==> src/sv/qsp_pkg.sv <==
package qsp_pkg;

  localparam int unsigned KindW   = 2;
  localparam int unsigned ByteW   = 8;
  localparam int unsigned MaxRes  = 4;
  localparam int unsigned CountW  = 3;
  localparam int unsigned IdxW    = 2;
  localparam int unsigned DefQueueDepth = 2;

  localparam logic [KindW-1:0] KindKey     = 2'd0;
  localparam logic [KindW-1:0] KindValue   = 2'd1;
  localparam logic [KindW-1:0] KindPairEnd = 2'd2;
  localparam logic [KindW-1:0] KindEnd     = 2'd3;

  localparam logic [ByteW-1:0] ChAmp = 8'h26;
  localparam logic [ByteW-1:0] ChEq  = 8'h3D;
  localparam logic [ByteW-1:0] ChPct = 8'h25;

  localparam logic CmdChar = 1'b0;
  localparam logic CmdEnd  = 1'b1;

  // All results caused by one accepted item, in order.
  typedef struct packed {
    logic [CountW-1:0]            count;
    logic [MaxRes-1:0][KindW-1:0] kind;
    logic [MaxRes-1:0][ByteW-1:0] data;
  } bundle_t;

  function automatic logic hex_ok(input logic [ByteW-1:0] c);
    return (c >= 8'h30 && c <= 8'h39) || (c >= 8'h41 && c <= 8'h46) ||
           (c >= 8'h61 && c <= 8'h66);
  endfunction

  // Letters have low nibble 1..6 in both cases, so adding nine gives 10..15.
  function automatic logic [3:0] hex_val(input logic [ByteW-1:0] c);
    logic [3:0] v;
    if (c <= 8'h39) begin
      v = c[3:0];
    end else begin
      v = c[3:0] + 4'd9;
    end
    return v;
  endfunction

endpackage

==> src/sv/qsp_if.sv <==
interface qsp_in_if;
  logic                           valid;
  logic                           ready;
  logic                           cmd;
  logic [qsp_pkg::ByteW-1:0]      char_byte;

  modport source (output valid, output cmd, output char_byte, input ready);
  modport sink   (input valid, input cmd, input char_byte, output ready);
endinterface

interface qsp_out_if;
  logic                           valid;
  logic                           ready;
  logic [qsp_pkg::KindW-1:0]      kind;
  logic [qsp_pkg::ByteW-1:0]      out_byte;
  logic                           last_of_run;

  modport source (output valid, output kind, output out_byte, output last_of_run,
                  input ready);
  modport sink   (input valid, input kind, input out_byte, input last_of_run,
                  output ready);
endinterface

==> src/sv/query_string_pair_tokenizer_unit.sv <==
// Query string tokeniser with percent decoding. Each input item is either one raw
// character (cmd 0) or the end of the string (cmd 1). The string is split at '&'
// into pairs whose key ends at the first '='; empty items and items that start
// with '=' are dropped. Key and value bytes are percent-decoded and come out one
// per result, tagged key or value, each pair closes with a pair-end result and
// the string with an end result; last_of_run marks the final result of an item.
// Rate: the input takes one item per cycle while the queue has room. An item
// gives at most four results, which the back end hands out one per cycle
// while the output is not stalled; items that give no result are not queued.
// The queue of QueueDepth result groups between the classifier and the output
// stage absorbs short bursts of multi-result items.
module query_string_pair_tokenizer_unit #(
  parameter int unsigned QueueDepth = qsp_pkg::DefQueueDepth
) (
  input  logic       clk_i,
  input  logic       rst_ni,
  qsp_in_if.sink     in_i,
  qsp_out_if.source  out_o
);

  logic             q_full;
  logic             push;
  logic             pop;
  logic             head_valid;
  qsp_pkg::bundle_t push_bundle;
  qsp_pkg::bundle_t head_bundle;

  // Front end: tracks pair phase and pending escape, and builds the full group of
  // results for each accepted item in the same cycle.
  qsp_front u_front (
    .clk_i       (clk_i),
    .rst_ni      (rst_ni),
    .in_valid_i  (in_i.valid),
    .in_ready_o  (in_i.ready),
    .cmd_i       (in_i.cmd),
    .char_byte_i (in_i.char_byte),
    .q_full_i    (q_full),
    .push_o      (push),
    .bundle_o    (push_bundle)
  );

  // Result groups wait here, so the input keeps flowing while the output stalls, until the queue is full.
  qsp_queue #(
    .Depth (QueueDepth)
  ) u_queue (
    .clk_i        (clk_i),
    .rst_ni       (rst_ni),
    .push_i       (push),
    .push_data_i  (push_bundle),
    .full_o       (q_full),
    .pop_i        (pop),
    .head_valid_o (head_valid),
    .head_o       (head_bundle)
  );

  // Back end: walks through the head group and presents one result per cycle,
  // while the output is not stalled, from a registered output stage.
  qsp_back u_back (
    .clk_i         (clk_i),
    .rst_ni        (rst_ni),
    .head_valid_i  (head_valid),
    .head_i        (head_bundle),
    .pop_o         (pop),
    .out_valid_o   (out_o.valid),
    .out_ready_i   (out_o.ready),
    .kind_o        (out_o.kind),
    .out_byte_o    (out_o.out_byte),
    .last_of_run_o (out_o.last_of_run)
  );

endmodule

==> src/sv/qsp_front.sv <==
module qsp_front (
  input  logic              clk_i,
  input  logic              rst_ni,
  input  logic              in_valid_i,
  output logic              in_ready_o,
  input  logic              cmd_i,
  input  logic [7:0]        char_byte_i,
  input  logic              q_full_i,
  output logic              push_o,
  output qsp_pkg::bundle_t  bundle_o
);

  localparam logic [1:0] PhStart = 2'd0;
  localparam logic [1:0] PhKey   = 2'd1;
  localparam logic [1:0] PhValue = 2'd2;
  localparam logic [1:0] PhSkip  = 2'd3;

  logic [1:0] phase_q, phase_d;
  logic [1:0] esc_q, esc_d;
  logic [7:0] held_q, held_d;
  logic       accept;
  qsp_pkg::bundle_t b;

  assign in_ready_o = !q_full_i;
  assign accept     = in_valid_i && !q_full_i;

  always_comb begin
    logic [qsp_pkg::CountW-1:0] n;
    logic [1:0]                 e;
    logic                       do_dec;
    logic                       done;
    logic [1:0]                 k;
    logic [7:0]                 c;

    c       = char_byte_i;
    n       = '0;
    b       = '0;
    do_dec  = 1'b0;
    done    = 1'b0;
    phase_d = phase_q;
    held_d  = held_q;
    // The spare escape code is taken as no escape pending.
    e       = (esc_q == 2'd3) ? 2'd0 : esc_q;
    esc_d   = e;
    k       = (phase_q == PhKey) ? qsp_pkg::KindKey : qsp_pkg::KindValue;

    if (cmd_i == qsp_pkg::CmdEnd) begin
      if (phase_q == PhKey || phase_q == PhValue) begin
        if (e != 2'd0) begin
          b.kind[n[1:0]] = k; b.data[n[1:0]] = qsp_pkg::ChPct; n = n + 1'b1;
        end
        if (e == 2'd2) begin
          b.kind[n[1:0]] = k; b.data[n[1:0]] = held_q; n = n + 1'b1;
        end
        b.kind[n[1:0]] = qsp_pkg::KindPairEnd; b.data[n[1:0]] = '0; n = n + 1'b1;
      end
      b.kind[n[1:0]] = qsp_pkg::KindEnd; b.data[n[1:0]] = '0; n = n + 1'b1;
      phase_d = PhStart;
      esc_d   = 2'd0;
    end else begin
      unique case (phase_q)
        PhStart: begin
          if (c == qsp_pkg::ChEq) begin
            phase_d = PhSkip;
          end else if (c != qsp_pkg::ChAmp) begin
            phase_d = PhKey;
            e       = 2'd0;
            k       = qsp_pkg::KindKey;
            do_dec  = 1'b1;
          end
        end
        PhSkip: begin
          if (c == qsp_pkg::ChAmp) begin
            phase_d = PhStart;
          end
        end
        default: begin
          if (c == qsp_pkg::ChAmp || (c == qsp_pkg::ChEq && phase_q == PhKey)) begin
            if (e != 2'd0) begin
              b.kind[n[1:0]] = k; b.data[n[1:0]] = qsp_pkg::ChPct; n = n + 1'b1;
            end
            if (e == 2'd2) begin
              b.kind[n[1:0]] = k; b.data[n[1:0]] = held_q; n = n + 1'b1;
            end
            esc_d = 2'd0;
            if (c == qsp_pkg::ChAmp) begin
              b.kind[n[1:0]] = qsp_pkg::KindPairEnd; b.data[n[1:0]] = '0;
              n = n + 1'b1;
              phase_d = PhStart;
            end else begin
              phase_d = PhValue;
            end
          end else begin
            do_dec = 1'b1;
          end
        end
      endcase

      if (do_dec) begin
        esc_d = 2'd0;
        if (e == 2'd1) begin
          if (qsp_pkg::hex_ok(c)) begin
            held_d = c;
            esc_d  = 2'd2;
            done   = 1'b1;
          end else begin
            b.kind[n[1:0]] = k; b.data[n[1:0]] = qsp_pkg::ChPct; n = n + 1'b1;
          end
        end else if (e == 2'd2) begin
          if (qsp_pkg::hex_ok(c)) begin
            b.kind[n[1:0]] = k;
            b.data[n[1:0]] = {qsp_pkg::hex_val(held_q), qsp_pkg::hex_val(c)};
            n = n + 1'b1;
            done = 1'b1;
          end else begin
            b.kind[n[1:0]] = k; b.data[n[1:0]] = qsp_pkg::ChPct; n = n + 1'b1;
            b.kind[n[1:0]] = k; b.data[n[1:0]] = held_q; n = n + 1'b1;
          end
        end
        if (!done) begin
          if (c == qsp_pkg::ChPct) begin
            esc_d = 2'd1;
          end else begin
            b.kind[n[1:0]] = k; b.data[n[1:0]] = c; n = n + 1'b1;
          end
        end
      end
    end
    b.count = n;
  end

  assign bundle_o = b;
  assign push_o   = accept && (b.count != '0);

  always_ff @(posedge clk_i or negedge rst_ni) begin
    if (!rst_ni) begin
      phase_q <= PhStart;
      esc_q   <= 2'd0;
      held_q  <= '0;
    end else if (accept) begin
      phase_q <= phase_d;
      esc_q   <= esc_d;
      held_q  <= held_d;
    end
  end

endmodule

==> src/sv/qsp_queue.sv <==
module qsp_queue #(
  parameter int unsigned Depth = qsp_pkg::DefQueueDepth
) (
  input  logic             clk_i,
  input  logic             rst_ni,
  input  logic             push_i,
  input  qsp_pkg::bundle_t push_data_i,
  output logic             full_o,
  input  logic             pop_i,
  output logic             head_valid_o,
  output qsp_pkg::bundle_t head_o
);

  localparam int unsigned PtrW = (Depth > 1) ? $clog2(Depth) : 1;
  localparam int unsigned CntW = $clog2(Depth + 1);
  localparam logic [PtrW-1:0] LastPtr = PtrW'(Depth - 1);
  localparam logic [CntW-1:0] FullCnt = CntW'(Depth);

  qsp_pkg::bundle_t  slots_q [Depth];
  logic [PtrW-1:0]   wr_q, rd_q;
  logic [CntW-1:0]   cnt_q;

  assign full_o       = (cnt_q == FullCnt);
  assign head_valid_o = (cnt_q != '0);
  assign head_o       = slots_q[rd_q];

  always_ff @(posedge clk_i) begin
    if (push_i) begin
      slots_q[wr_q] <= push_data_i;
    end
  end

  always_ff @(posedge clk_i or negedge rst_ni) begin
    if (!rst_ni) begin
      wr_q  <= '0;
      rd_q  <= '0;
      cnt_q <= '0;
    end else begin
      if (push_i) begin
        wr_q <= (wr_q == LastPtr) ? '0 : wr_q + 1'b1;
      end
      if (pop_i) begin
        rd_q <= (rd_q == LastPtr) ? '0 : rd_q + 1'b1;
      end
      if (push_i && !pop_i) begin
        cnt_q <= cnt_q + 1'b1;
      end else if (pop_i && !push_i) begin
        cnt_q <= cnt_q - 1'b1;
      end
    end
  end

endmodule

==> src/sv/qsp_back.sv <==
module qsp_back (
  input  logic                       clk_i,
  input  logic                       rst_ni,
  input  logic                       head_valid_i,
  input  qsp_pkg::bundle_t           head_i,
  output logic                       pop_o,
  output logic                       out_valid_o,
  input  logic                       out_ready_i,
  output logic [qsp_pkg::KindW-1:0]  kind_o,
  output logic [qsp_pkg::ByteW-1:0]  out_byte_o,
  output logic                       last_of_run_o
);

  logic [qsp_pkg::IdxW-1:0]  idx_q;
  logic                      valid_q;
  logic [qsp_pkg::KindW-1:0] kind_q;
  logic [qsp_pkg::ByteW-1:0] byte_q;
  logic                      last_q;
  logic                      load;
  logic                      is_last;

  assign load    = head_valid_i && (!valid_q || out_ready_i);
  assign is_last = ({1'b0, idx_q} == (head_i.count - 1'b1));
  assign pop_o   = load && is_last;

  always_ff @(posedge clk_i) begin
    if (load) begin
      kind_q <= head_i.kind[idx_q];
      byte_q <= head_i.data[idx_q];
      last_q <= is_last;
    end
  end

  always_ff @(posedge clk_i or negedge rst_ni) begin
    if (!rst_ni) begin
      valid_q <= 1'b0;
      idx_q   <= '0;
    end else begin
      if (load) begin
        valid_q <= 1'b1;
        idx_q   <= is_last ? '0 : idx_q + 1'b1;
      end else if (out_ready_i) begin
        valid_q <= 1'b0;
      end
    end
  end

  assign out_valid_o   = valid_q;
  assign kind_o        = kind_q;
  assign out_byte_o    = byte_q;
  assign last_of_run_o = last_q;

endmodule
==> src/flat_wrapper.sv <==
// flat-port wrapper written by rule: the top's interface ports become plain ports
module query_string_pair_tokenizer_unit_flat 
#(
  parameter int unsigned QueueDepth = qsp_pkg::DefQueueDepth
)
  (clk_i, rst_ni, in_i_valid, in_i_cmd, in_i_char_byte, in_i_ready, out_o_valid, out_o_kind, out_o_out_byte, out_o_last_of_run, out_o_ready);
  qsp_in_if in_i_i ();
  qsp_out_if out_o_i ();
  input  logic clk_i;
  input  logic rst_ni;
  input wire logic [$bits(in_i_i.valid)-1:0] in_i_valid;
  input wire logic [$bits(in_i_i.cmd)-1:0] in_i_cmd;
  input wire logic [$bits(in_i_i.char_byte)-1:0] in_i_char_byte;
  output wire logic [$bits(in_i_i.ready)-1:0] in_i_ready;
  output wire logic [$bits(out_o_i.valid)-1:0] out_o_valid;
  output wire logic [$bits(out_o_i.kind)-1:0] out_o_kind;
  output wire logic [$bits(out_o_i.out_byte)-1:0] out_o_out_byte;
  output wire logic [$bits(out_o_i.last_of_run)-1:0] out_o_last_of_run;
  input wire logic [$bits(out_o_i.ready)-1:0] out_o_ready;
  assign in_i_i.valid = in_i_valid;
  assign in_i_i.cmd = in_i_cmd;
  assign in_i_i.char_byte = in_i_char_byte;
  assign in_i_ready = in_i_i.ready;
  assign out_o_valid = out_o_i.valid;
  assign out_o_kind = out_o_i.kind;
  assign out_o_out_byte = out_o_i.out_byte;
  assign out_o_last_of_run = out_o_i.last_of_run;
  assign out_o_i.ready = out_o_ready;
  query_string_pair_tokenizer_unit #(.QueueDepth(QueueDepth)) u_core (.clk_i(clk_i), .rst_ni(rst_ni), .in_i(in_i_i), .out_o(out_o_i));
endmodule
==> config.mk <==
export PLATFORM = sky130hd
export DESIGN_NAME = query_string_pair_tokenizer_unit_flat
export DESIGN_NICKNAME = d
export VERILOG_FILES = /design/src/sv/qsp_pkg.sv /design/src/sv/qsp_if.sv /design/src/sv/query_string_pair_tokenizer_unit.sv /design/src/sv/qsp_front.sv /design/src/sv/qsp_queue.sv /design/src/sv/qsp_back.sv /design/src/flat_wrapper.sv
export SDC_FILE = /design/constraint.sdc
export NUM_CORES = 1
export LEC_CHECK = 0
export ABC_AREA = 1
export BUFFER_PORTS_ARGS = -buffer_cell sky130_fd_sc_hd__clkbuf_2
export CAP_MARGIN = 30
export CORE_ASPECT_RATIO = 0.8
export CORE_UTILIZATION = 48
export CTS_BUF_LIST = sky130_fd_sc_hd__clkbuf_8
export DETAILED_ROUTE_END_ITERATION = 10
export PLACE_DENSITY = 0.62
export SKIP_LAST_GASP = 1
export SLEW_MARGIN = 20
export SYNTH_ARGS = -nofsm -noshare
export SYNTH_HDL_FRONTEND = slang
export SYNTH_SLANG_ARGS = --single-unit
==> constraint.sdc <==
create_clock -name clk_i -period 5.9 [get_ports clk_i]
set_input_delay 0.885 -clock clk_i [delete_from_list [all_inputs] [get_ports clk_i]]
set_output_delay 0.885 -clock clk_i [all_outputs]
set_load 0.02 [all_outputs]
==> results of run 1 <==
==> power groups by stage <==
stage	Clock, mW	Sequential [mW]	Combinational, mW
3_5_place_dp	0	1.29	1.36
3_3_place_gp	0	1.28	1.34
6_report	0.683	1.27	1.36
4_1_cts	0.695	1.27	1.36
2_1_floorplan	0	1.33	0.897
5_1_grt	0.725	1.29	1.51
==> worst min-delay path by stage <==
stage | start | endpoint | slack (ps) | depth (start not counted)
floorplan | u_core.u_queue.wr_q | u_core.u_queue.wr_q | 440 | 2
global placement | u_core.u_queue.wr_q | u_core.u_queue.wr_q | 460 | 2
detailed placement | u_core.u_queue.wr_q | u_core.u_queue.wr_q | 460 | 2
CTS | rst_ni | u_core.u_front.held_q[6] | 460 | 1
global route | rst_ni | u_core.u_front.held_q[5] | 490 | 1
finish | rst_ni | u_core.u_front.held_q[0] | 470 | 1
==> sequential cells by signal (all words and copies together) (netlist names) <==
name                         count
u_core.u_front.phase_q           2
u_core.u_back.out_valid_o        1
u_core.u_queue.wr_q              1
u_core.u_front.held_q            8
u_core.u_front.esc_q             2
u_core.u_queue.cnt_q             2
u_core.u_back.out_byte_o         8
u_core.u_queue.rd_q              1
u_core.u_queue.slots_q          86
u_core.u_back.kind_o             2
u_core.u_back.last_of_run_o      1
u_core.u_back.idx_q              2
==> area by class of cell <==
| cell class | instances | area [um2] |
|---|---|---|
| clock buffers | 17 | 234 |
| clock inverters | 15 | 129 |
| fillers | 1342 | 6600 |
| inverters | 93 | 349 |
| multi-input cells | 586 | 3180 |
| flip-flops and latches | 116 | 3390 |
| well taps | 184 | 230 |
| repair buffers | 33 | 185 |
==> per-stage QoR <==
step | setup slack [ps] | area [um2] | instances | power, mW
after CTS | 1220 | 7700 | 1044 | 3.32
after global placement | 962 | 7330 | 1011 | 2.62
after global routing | 835 | 7700 | 1044 | 3.53
after detailed placement | 772 | 7330 | 1012 | 2.64
final | 1140 | 7700 | 1044 | 3.31
after floorplan | 321 | 7030 | 824 | 2.23
==> cells in the mapped netlist, drive strengths merged (11+ instances only) <==
master  instances  area (um2)
clkbuf         20        75.1
nand3          33         198
a21oi          49         264
o22ai          14        87.6
dfrtp          19         475
edfxtp         97        2910
nor3           16        85.1
a31oi          11        68.8
ha             28         350
nand2         163         696
o21ai         101         513
inv            90         338
nor2          122         526
xor2           11        96.3
==> per-layer routing <==
layer / vias up / part of all wire [%]
met4: 0 / 2.2
li1: 2854 / -
met5: - / 0
met1: 2926 / 45
met3: 32 / 6.7
met2: 234 / 46
==> cells by family after synthesis <==
family	after synthesis	synth area share (%)
buf+inv	122	6.67
fa+ha+maj	28	4.98
mux	2	0.285
flops	116	48.2
compound gates	196	15.6
xor+xnor	13	1.62
simple gates	347	22.7
==> impl_metrics.toml, run 1 <==
[status]
status = "completed"

[floorplanning]
ios = 26
die_height_um = 110
rows = 39
initial_core_util_pct = 49.2
die-area_um2 = 15100
die_x_um = 137
core_um2 = 14300

[global_routing]
grt_max_degree = 45
grt.met3_usage_pct = 4.39
antenna_found_initial = 0
top_usage_layer = "met2"
grt.overflow.total = 0
grt_pass1_wl_um = 31600
grt_use_total_pct = 28.6
use_met1_pct = 39.5
grt_pass1_vias = 5598
use_met2_pct = 46.0

[pwr]
p_leak_nw = 3.14
ir_drop_mv = 0.398
p_sw_share_pct = 42.0
pwr-share-comb_pct = 41.1
power_frac_clock_pct = 20.6
p_sw_mw = 1.39
p_int_mw = 1.92
powerDensity_nw_per_um2 = 430
p_seq_share_pct = 38.3

[logic_synthesis]
synth-seq-area-share_pct = 48.2
ys_types = 47
ys.flop_type = "edfxtp_1"
yosys_warnings = 0
synth_edf_count = 97
synth.avg_cell_area_um2 = 8.53
yosys_register_bits = 116
synthArstFlopShare_pct = 16.4
synth.net_count = 865
syn_area_um2 = 7030
synthCells = 824

[worst_setup_path]
crit_path_max_incr_delay_ps = 470
worstPathRequired_ps = 5950
path_class = "in2reg"
r2r_cells = 20
path_delay_family = "simple AND/OR/NAND/NOR gates"
r2r_setup_slack_ps = 1510
crit_fanout = 43
cp_common_cell = "nand2_1"
worstPathCellList = "clkbuf_2, inv_1, ha_1, inv_1, nor2_4, nand2_8, clkinv_1, ha_1, inv_1, nand4_1, nand2_1, nand2_1, nand2_1, ha_1, nand4_2, nor2_1, nand2_1, nand3_1, nand2_1, nand3_1, nand2_2, nor2_4, buf_4"
cp.depth = 23
slowest_stage = "buf_4"
r2r-start = "u_core.u_front.phase_q[0]"
crit_buf_inv = 6
startpoint_type = "input port"
crit_path_end = "u_core.u_queue.slots_q[1][23]"
arrival_ps = 4810
crit_start = "in_i_char_byte[0]"
worstSetupEndpointType = "flip-flop"
r2r-end = "u_core.u_queue.slots_q[1][23]"

[placement]
dpl.hpwl_um = 15200
place_congestion = 1.01
port_buffers = 25

[clock_tree]
cts_buffer_depth = 2
root_buffer = "clkbuf_8"
cts_num_sinks = 116
ctsHoldBuffers = 0
ctsResizeCount = 0
cts_setup_buffers = 0
cts_tree = "built"
clkLatencyLatePin_ps = 440
clkTransAtPathRegs_ps = 80
numCtsBuffers = 17
htreeDepth = 4

[sta]
final.min_clock_period_ps = 4760
worst_clock_skew_ps = 21.3
finalHoldViolations = 0
worstMarginPinSlew_ps = 798
fmax_ghz = 0.210
fin_tns_setup_ps = 0
fin_crit_sh_pct = 80.7
relSlewSlack_pct = 45.4
setup_violations = 0
hold_ws_ps = 471
maxSlewViolCount = 0
rsz0062_at_grt = "false"

[route]
drtIter0Drc = 719
drc = 0
vias_per_cell = 5.79
wire_per_inst_um = 19.8
num_vias = 6046
first_pass_iters = 5
antenna_left = 0
wirelength_um = 20700

[layout]
syn_to_final_growth_pct = 9.47
fin_util_pct = 53.8
final_cell_mix = "nand2_1, nor2_1, edfxtp_1"
fin_nets = 888
drive_gt1_share_pct = 14.1
final_common_cell = "nand2_1"
antenna_cells = 0

[flow_run]
cap_violations = 0

[min_path]
hold_path.class = "in2async"
Note: power is estimated with default switching activity, not from simulation.
==> run 2: changes to the inputs <==
- clock period: 5.9 -> 4.7 ns (I/O delays scaled with it)
==> run 2 against run 1 <==
Net effect:
- critical path type unchanged
- flip-flop and latch count did not move
- largest cell class unchanged
- global-route usage rose by 0.73 points
- die area did not move
- highest routed layer unchanged
==> impl_metrics.toml, run 2 (synthesis results as in run 1) <==
[status]
status = "completed"

[layout]
final_common_cell = "nand2_1"
fin_nets = 897
multi_input_area_um2 = 3180
regMostFlops = "u_core.u_queue.slots_q"
syn_to_final_growth_pct = 11.2
largest_reg_flops = 86
ff_latch_area_um2 = 3390
antenna_cells = 0
fill_cells = 1302
drive_gt1_share_pct = 15.2
final_cell_mix = "nand2_1, nor2_1, edfxtp_1"
stdcell_area_um2 = 7820

[route]
first_pass_iters = 5
num_vias = 6023
wirelength_um = 20500
antenna_left = 0
drtIter0Drc = 610
wire_per_inst_um = 19.5
vias_per_cell = 5.72
drc = 0

[worst_setup_path]
arrival_ps = 4390
startpoint_type = "input port"
crit_fanout = 9
worstSetupEndpointType = "flip-flop"
slowest_stage = "ha_1"
cp_common_cell = "nand2_1"
worstPathRequired_ps = 5040
path_class = "in2reg"
crit_path_max_incr_delay_ps = 320

[sta]
maxSlewViolCount = 0
relSlewSlack_pct = 48.6
final.min_clock_period_ps = 4050
finalHoldViolations = 0
fin_ws_ps = 646
worstMarginPinSlew_ps = 771
worst_clock_skew_ps = 26.3
rsz0062_at_grt = "false"
fin_tns_setup_ps = 0
fin_crit_sh_pct = 86.3
fmax_ghz = 0.247
setup_violations = 0

[pwr]
p_leak_nw = 3.19
ir_drop_mv = 0.450
powerDensity_nw_per_um2 = 546

[clock_tree]
clkTransAtPathRegs_ps = 90
htreeDepth = 4
cts_buffer_depth = 2
cts_num_sinks = 116
numCtsBuffers = 17
root_buffer = "clkbuf_8"
cts_setup_buffers = 0
ctsResizeCount = 0
ctsHoldBuffers = 0
clkLatencyLatePin_ps = 460
cts_tree = "built"

[placement]
port_buffers = 25
place_ws_ps = 207
place_congestion = 1.00
dpl.hpwl_um = 15000
place_area_um2 = 7430

[floorplanning]
ios = 26
die-area_um2 = 15100
die_x_um = 137
core_um2 = 14300
initial_core_util_pct = 49.2
rows = 39
die_height_um = 110

[global_routing]
antenna_found_initial = 0
grt.overflow.total = 0
grt_pass1_wl_um = 31800
grt_pass1_vias = 5609
grt_use_total_pct = 29.3
grt_max_degree = 45

[min_path]
hold_path.class = "in2async"

[flow_run]
cap_violations = 0
[run 2: changes by cell type in the layout (fill, tap and decap cells not counted), sizes merged]
| cell | previous run | this run |
|---|---|---|
| clkinvlp | 2 | 5 |
| clkinv | 10 | 8 |
| bufinv | 1 | 2 |
| inv | 95 | 93 |
| buf | 8 | 17 |
[run 2: metal layers]
layer	up-vias	GRT usage, %	share of wire, %
met3	22	7.00	7.2
met1	2896	42.4	47
met4	0	10.2	1.5
li1	2875	-	-
met5	-	0	0
met2	230	42.7	44
[run 2: critical path, delay by kind of cell]
family                   cells  cell delay, ps
AO/OA/AOI/OAI                3             500
XOR/XNOR                     1             150
buffers and inverters        6             690
adder cells (fa/ha/maj)      3             840
AND/OR/NAND/NOR             14            1500
[run 2: through the flow]
step / hold WS (ps) / utilization [%] / power (mW) / instances
final: 233 / 54.7 / 4.26 / 1053
after floorplan: 409 / - / 2.80 / 824
after global routing: 262 / 54.7 / 4.56 / 1053
after detailed placement: 478 / 51.9 / 3.36 / 1021
after global placement: 458 / 51.9 / 3.35 / 1021
after CTS: 231 / 54.7 / 4.28 / 1053
[run 2: final cells by class]
class,instances,share of cell area (%)
flip-flops and latches,116,43.3
repair buffers,42,3.55
inverters,93,4.47
multi-input cells,586,40.7
well taps,184,2.94
clock buffers,17,2.99
clock inverters,15,2.00
[run 2: power breakdown]
group	total, mW	switching, mW	internal [mW]
sequential	1.59	0.0904	1.50
clock	0.910	0.438	0.472
combinational	1.76	1.24	0.520
total	4.26	1.77	2.50
[run 2: final timing paths]
check                                          start                   endpoint  slack, ps  cells after the start
hold / removal                                rst_ni   u_core.u_front.held_q[1]        230                      1
max in group asynchronous                     rst_ni    u_core.u_front.esc_q[1]       4050                      1
setup / recovery                   in_i_char_byte[1]    u_core.u_queue.cnt_q[1]        650                     27
setup reg to reg           u_core.u_front.phase_q[1]    u_core.u_queue.cnt_q[1]        920                     24
hold reg to reg              u_core.u_queue.cnt_q[0]    u_core.u_queue.cnt_q[0]        480                      1
min in group clk_i                       out_o_ready  u_core.u_back.out_valid_o        440                      2
